<file path="config.mk">
export PLATFORM = sky130hd
export DESIGN_NAME = single_float_add_sub
export DESIGN_NICKNAME = d
export VERILOG_FILES = /design/src/hw/rtl/sfa_pkg.sv /design/src/hw/rtl/sfa_align.sv /design/src/hw/rtl/sfa_addsub.sv /design/src/hw/rtl/sfa_norm.sv /design/src/hw/rtl/single_float_add_sub.sv
export VERILOG_INCLUDE_DIRS = /design/src /design/src/hw/rtl
export SDC_FILE = /design/constraint.sdc
export NUM_CORES = 1
export LEC_CHECK = 0
export ABC_AREA = 1
export BUFFER_PORTS_ARGS = -buffer_cell sky130_fd_sc_hd__buf_2
export CORE_UTILIZATION = 35
export DETAILED_ROUTE_END_ITERATION = 12
export PLACE_DENSITY = 0.61
export SYNTH_ARGS = -nofsm -noshare
export SYNTH_HDL_FRONTEND = slang
export SYNTH_SLANG_ARGS = --single-unit
</file>
<file path="constraint.sdc">
create_clock -name i_clk -period 4.7 [get_ports i_clk]
set_clock_uncertainty 0.2 [all_clocks]
set_input_delay 0.235 -clock i_clk [delete_from_list [all_inputs] [get_ports i_clk]]
set_output_delay 0.235 -clock i_clk [all_outputs]
set_load 0.01 [all_outputs]
</file>
<file path="src/hw/rtl/single_float_add_sub_assert.svh">
// Assertion macros for the single-precision adder.
`ifndef SINGLE_FLOAT_ADD_SUB_ASSERT_SVH
`define SINGLE_FLOAT_ADD_SUB_ASSERT_SVH
`ifndef ASSERT_OFF
`define SFA_ASSERT_IMPL(label, clk, rst_n, prop, msg) \
    label: assert property (@(posedge clk) disable iff (!rst_n) prop) else $error(msg);
`define SFA_ASSERT_NEXT(label, clk, rst_n, ante, cons, msg) \
    label: assert property (@(posedge clk) disable iff (!rst_n) ante |=> cons) else $error(msg);
`else
`define SFA_ASSERT_IMPL(label, clk, rst_n, prop, msg)
`define SFA_ASSERT_NEXT(label, clk, rst_n, ante, cons, msg)
`endif
`endif

</file>
<file path="src/hw/rtl/sfa_pkg.sv">
// Package of shared types and constants for the single-precision adder.
`timescale 1ns / 1ps
package sfa_pkg;
    localparam int unsigned ExpW = 8;
    localparam int unsigned MantW = 24;
    localparam logic [ExpW-1:0] ExpMax = 8'hFF;

    typedef struct packed {
        logic            special;
        logic [31:0]     special_bits;
        logic            eff_sub;
        logic            sign;
        logic [ExpW-1:0] exp;
        logic [MantW-1:0] big;
        logic [MantW-1:0] sml;
        logic            dec;
    } t_align;

    typedef struct packed {
        logic            special;
        logic [31:0]     special_bits;
        logic            sign;
        logic [9:0]      exp;
        logic [MantW:0]  mant;
    } t_sum;
endpackage

</file>
<file path="src/hw/rtl/sfa_align.sv">
// Unpack, zero handling, operand ordering and alignment shift.
`timescale 1ns / 1ps
module sfa_align (
    input  logic        i_func,
    input  logic [31:0] i_a_bits,
    input  logic [31:0] i_b_bits,
    output sfa_pkg::t_align o_align
);
    logic       sa, sb, za, zb, a_big;
    logic [7:0] ea, eb, d;
    logic [23:0] ma, mb, mbig, msml;
    logic [7:0] diff;

    always_comb begin
        sa = i_a_bits[31];
        sb = i_b_bits[31] ^ i_func;
        ea = i_a_bits[30:23];
        eb = i_b_bits[30:23];
        ma = {1'b1, i_a_bits[22:0]};
        mb = {1'b1, i_b_bits[22:0]};
        za = (i_a_bits[30:0] == 31'd0);
        zb = (i_b_bits[30:0] == 31'd0);
        diff = ea - eb;
        a_big = (ea > eb) || ((ea == eb) && (ma >= mb));
        mbig = a_big ? ma : mb;
        msml = a_big ? mb : ma;
        d = a_big ? diff : (8'd0 - diff);
        o_align = '0;
        o_align.eff_sub = (sa != sb);
        o_align.sign = a_big ? sa : sb;
        o_align.exp = a_big ? ea : eb;
        o_align.big = mbig;
        o_align.sml = (d >= 8'd24) ? 24'd0 : (msml >> d[4:0]);
        o_align.dec = (d != 8'd0) && (d <= 8'd24) && msml[5'(d - 8'd1)];
        if (za && zb) begin
            o_align.special = 1'b1;
            o_align.special_bits = 32'd0;
        end else if (za) begin
            o_align.special = 1'b1;
            o_align.special_bits = {sb, i_b_bits[30:0]};
        end else if (zb) begin
            o_align.special = 1'b1;
            o_align.special_bits = i_a_bits;
        end else if (sa != sb && ea == eb && ma == mb) begin
            o_align.special = 1'b1;
            o_align.special_bits = 32'd0;
        end
    end
endmodule

</file>
<file path="src/hw/rtl/sfa_addsub.sv">
// Mantissa add or subtract with carry shift.
`timescale 1ns / 1ps
module sfa_addsub (
    input  sfa_pkg::t_align i_align,
    output sfa_pkg::t_sum   o_sum
);
    logic [24:0] m;

    always_comb begin
        if (i_align.eff_sub) begin
            m = {1'b0, i_align.big} - {24'd0, i_align.dec} - {1'b0, i_align.sml};
        end else begin
            m = {1'b0, i_align.big} + {1'b0, i_align.sml};
        end
        o_sum.special = i_align.special;
        o_sum.special_bits = i_align.special_bits;
        o_sum.sign = i_align.sign;
        if (!i_align.eff_sub && m[24]) begin
            o_sum.mant = {1'b0, m[24:1]};
            o_sum.exp = {2'b00, i_align.exp} + 10'd1;
        end else begin
            o_sum.mant = m;
            o_sum.exp = {2'b00, i_align.exp};
        end
    end
endmodule

</file>
<file path="src/hw/rtl/sfa_norm.sv">
// Leading-zero normalisation, range check and packing.
`timescale 1ns / 1ps
module sfa_norm (
    input  sfa_pkg::t_sum i_sum,
    output logic [31:0]   o_result_bits,
    output logic          o_overflow,
    output logic          o_underflow
);
    logic [4:0]  lz;
    logic [23:0] m;
    logic [9:0]  e;

    always_comb begin
        lz = 5'd0;
        for (int i = 0; i < 24; i++) begin
            if (i_sum.mant[i]) begin
                lz = 5'(23 - i);
            end
        end
        m = i_sum.mant[23:0] << lz;
        e = i_sum.exp - {5'd0, lz};
        o_overflow = 1'b0;
        o_underflow = 1'b0;
        if (i_sum.special) begin
            o_result_bits = i_sum.special_bits;
        end else if (i_sum.mant == 25'd0) begin
            o_result_bits = {i_sum.sign, 31'd0};
            o_underflow = 1'b1;
        end else if (!e[9] && e > 10'd254) begin
            o_result_bits = {i_sum.sign, sfa_pkg::ExpMax, 23'd0};
            o_overflow = 1'b1;
        end else if (e[9] || e == 10'd0) begin
            o_result_bits = {i_sum.sign, 31'd0};
            o_underflow = 1'b1;
        end else begin
            o_result_bits = {i_sum.sign, e[7:0], m[22:0]};
        end
    end
endmodule

</file>
<file path="src/hw/rtl/single_float_add_sub.sv">
// Top level: three-stage single-precision add and subtract pipeline.
// start is registered through r_v1, r_v2 and r_v3 to o_done; one item accepted every cycle.
// busy is always low: align, add and normalise stages each hold one item.
// Synchronous active-low reset clears the stage valid bits; no results follow.
// The receiver cannot stall; each result shows for one cycle with o_done.
`timescale 1ns / 1ps
`include "single_float_add_sub_assert.svh"
module single_float_add_sub (
    input  logic        i_clk,
    input  logic        i_rst_n,
    input  logic        start,
    output logic        busy,
    input  logic        i_func,
    input  logic [31:0] i_a_bits,
    input  logic [31:0] i_b_bits,
    output logic        o_done,
    output logic [31:0] o_result_bits,
    output logic        o_overflow,
    output logic        o_underflow
);
    sfa_pkg::t_align n_align, r_align;
    sfa_pkg::t_sum   n_sum, r_sum;
    logic [31:0] n_res;
    logic        n_ovf, n_unf;
    logic        r_v1, r_v2, r_v3;
    logic [31:0] r_res;
    logic        r_ovf, r_unf;

    assign busy = 1'b0;

    sfa_align u_align (.i_func(i_func), .i_a_bits(i_a_bits), .i_b_bits(i_b_bits),
                       .o_align(n_align));
    sfa_addsub u_addsub (.i_align(r_align), .o_sum(n_sum));
    sfa_norm u_norm (.i_sum(r_sum), .o_result_bits(n_res), .o_overflow(n_ovf),
                     .o_underflow(n_unf));

    always_ff @(posedge i_clk) begin
        if (!i_rst_n) begin
            r_v1 <= 1'b0;
            r_v2 <= 1'b0;
            r_v3 <= 1'b0;
        end else begin
            r_v1 <= start && !busy;
            r_v2 <= r_v1;
            r_v3 <= r_v2;
        end
        r_align <= n_align;
        r_sum <= n_sum;
        r_res <= n_res;
        r_ovf <= n_ovf;
        r_unf <= n_unf;
    end

    assign o_done = r_v3;
    assign o_result_bits = r_res;
    assign o_overflow = r_ovf;
    assign o_underflow = r_unf;

    `SFA_ASSERT_IMPL(a_flags_excl, i_clk, i_rst_n, !(o_done && o_overflow && o_underflow), "both flags set")
    `SFA_ASSERT_NEXT(a_v_flow, i_clk, i_rst_n, r_v1, r_v2, "stage valid lost")
    `SFA_ASSERT_IMPL(a_ovf_inf, i_clk, i_rst_n, !(o_done && o_overflow) || (o_result_bits[30:0] == 31'h7F800000), "overflow not infinity")
endmodule

</file>
==> results.tsv <==
metric	value	unit
pre-CTS WS	0.117	ns
FF-to-FF setup slack	0.26	ns
highest metal used	met5	
CORE AREA	35500	sq um
post-synthesis register bit count	196	
crit end category	flop	
Overall Global Routing Usage	22.0	%
routed len/inst	16.3	um
register area share after synthesis	31.1	%
Worst Setup SP	r_sum[7]	
multi-input logic area	7430	sq um
H-Tree Level Count	4	
VDD IR-drop max	297	uV
Post-Syn Nets	2019	
pin count of the biggest net entering global routing	78	
gr ovfl total	0	
Seq. cell area	3930	sq um
ys async rst share	0	%
Synth Area per Inst	6.87	sq um
Post-DP HPWL	32000	um
Synth area leader	dfxtp_1	
Pins Over Slew Limit	0	
TritonRoute pass-1 iters	6	
max_slew headroom	42.0	%
Met2 Routed Length	17800	um
vias in the first global route	11700	
worst-margin pin slew	0.861	ns
initial antenna violation count	5	
gpl congestion	0.991	
placed inst area	13600	sq um
Leakage	7.50	nW
reg2reg start	r_sum[7]	
first-pass GRT wire length	62300	um
fmax	0.225	GHz
Die H	192	um
CP arrival	4.63	ns
fillers	3613	
clk root buf	clkbuf_16	
Rows	69	
cts bufs inserted	17	
final net count	2190	
Netlist Area Pre-Place	12600	sq um
Period minus WS final	4.44	ns
hold violation count in the final report	0	
critical path class	flop to flop	
Synth top area share	31.1	%
Critical Path Sink	o_result_bits[21]	
DP Cell Count	2364	
Routed WL	40600	um
Final period util	94.5	%
Die Wd	192	um
Residual DRC	0	
commonest non-fill, non-tap cell in the layout	nand2_1	
Max Cap Violations	0	
Area Overhead vs Synth	19.8	%
Critical Path RT	4.89	ns
Crit Reg-Reg Endpoint	o_result_bits[21]	
Via-to-Cell Ratio	5.10	
Ports	104	
CP Launch Type	flop	
share of layout cells above drive strength 1	11.5	%
post-route cell area	15100	sq um
Vias	12700	
Iteration-0 DRC Markers	1083	
metal3 WL	2540	um
top_reg_cell synth	dfxtp_1	
ANT nets after route	0	
Layout Utilization	42.6	%
most frequent cells in the layout	nand2_1 (432), inv_1 (247), dfxtp_1 (194)	
Die ar.	36800	sq um
setup ws final	0.258	ns
Post-synth EDFFs	0	
initial core utilization	35.6	%
status	completed	
Clk Latency, worst-skew pair	0.44	ns
Post-Synthesis Cells	1838	
Clock Path Buffers	2	
FF-to-FF path depth	27	
met1 WL	18900	um
I/O Buffers	102	
Setup-failing EPs final	0	
fin cells	2486	
Ys Warns	0	
count of unique library cells instantiated by Yosys	63	
TritonCTS clock tree	done	
crit-path max FO	5	
main area contributors after synthesis	dfxtp_1 (31%), nand2_1 (13%), ha_1 (11%)	
Hold Path Class	input port to flop	
Hold Startpoint	i_b_bits[15]	
CTS sink cnt	196	
Pwr Density	496	nW/um^2
Worst-path clk slew	0.08	ns
[synth_stat cells (all sizes together) (19+ instances only)]
cell type / number
ha: 108
o21ai: 185
a21oi: 131
nand3: 167
xor2: 26
nand2: 442
dfxtp: 196
clkbuf: 30
nor2: 100
or2: 19
buf: 31
inv: 259
[metrics by stage]
step,hold WS [ns],power [mW],TNS [ns]
finish,0.00611,7.49,0
CTS,0.000611,7.42,0
global route,0.0141,8.11,-1.12
global placement,0.112,5.78,0
floorplan,0.110,4.79,0
detailed placement,0.112,5.82,0
[sequential cells by signal, summed over array words and instances (netlist names)]
| register | count |
|---|---|
| o_done | 1 |
| o_overflow | 1 |
| o_result_bits | 32 |
| o_underflow | 1 |
| r_align | 91 |
| r_sum | 68 |
| r_v1 | 1 |
| r_v2 | 1 |
[final cells by class]
class | count | area share [%]
multi-input cells | 1320 | 49.1
flip-flops and latches | 196 | 26.0
repair buffers | 213 | 10.3
inverters | 261 | 6.55
well taps | 461 | 3.82
clock buffers | 17 | 2.82
clock inverters | 15 | 1.36
diodes | 3 | 0.0497
[logic make-up (layout without fill, tap and decap cells)]
family                   count (synthesis)  in the layout  synth area share (%)
other                                    1              4                0.0297
AO/OA/AOI/OAI                          386            386                  17.3
multiplexers                             2              2                 0.159
XOR/XNOR                                35             35                  2.58
buffers and inverters                  322            506                  10.4
flip-flops                             196            196                  31.1
AND/OR/NAND/NOR                        783            783                  27.0
adder cells (fa/ha/maj)                113            113                  11.5
[power by group]
part           total (mW)  switching (mW)  internal (mW)
registers            2.21           0.213           2.00
clock network        1.53           0.748          0.779
logic                3.75            2.41           1.34
total                7.49            3.37           4.12
[repair_timing]
item	in CTS	in global routing
resized for setup	0	17
hold buffers	78	0
hold endpoints to repair	57	0
endpoints found under the setup margin	0	29
setup buffers	0	9
[per-layer routing]
layer  vias to the layer above  track usage [%]
met5                         -                0
met4                         2             8.49
li1                       6387                -
met1                      5759             30.8
met2                       437             33.7
met3                        84             3.36
[worst min path at each step]
stage	cells after the start	to
finish	3	r_align[40]
global route	3	r_align[63]
CTS	3	r_align[70]
detailed placement	0	r_sum[52]
global placement	0	r_sum[55]
floorplan	0	r_sum[35]
[critical path: stages, from the launching register on]
cell	delay (ns)
dfxtp_1	0.36
nor4_1	0.37
inv_1	0.07
nor2_1	0.11
o21bai_1	0.07
a21oi_1	0.24
inv_1	0.11
ha_1	0.33
a21oi_1	0.24
o31ai_1	0.16
nand2_1	0.09
nand2_1	0.06
a21oi_2	0.18
nand3b_1	0.11
or2_1	0.23
nor2_1	0.19
nor3_1	0.07
nand3_1	0.13
nand2_2	0.11
nor2_4	0.12
inv_2	0.06
nor2_4	0.17
inv_4	0.08
buf_4	0.14
buf_4	0.12
a21oi_1	0.12
nand3_1	0.08
nand2_1	0.06
Note: power is estimated with default switching activity, not from simulation.
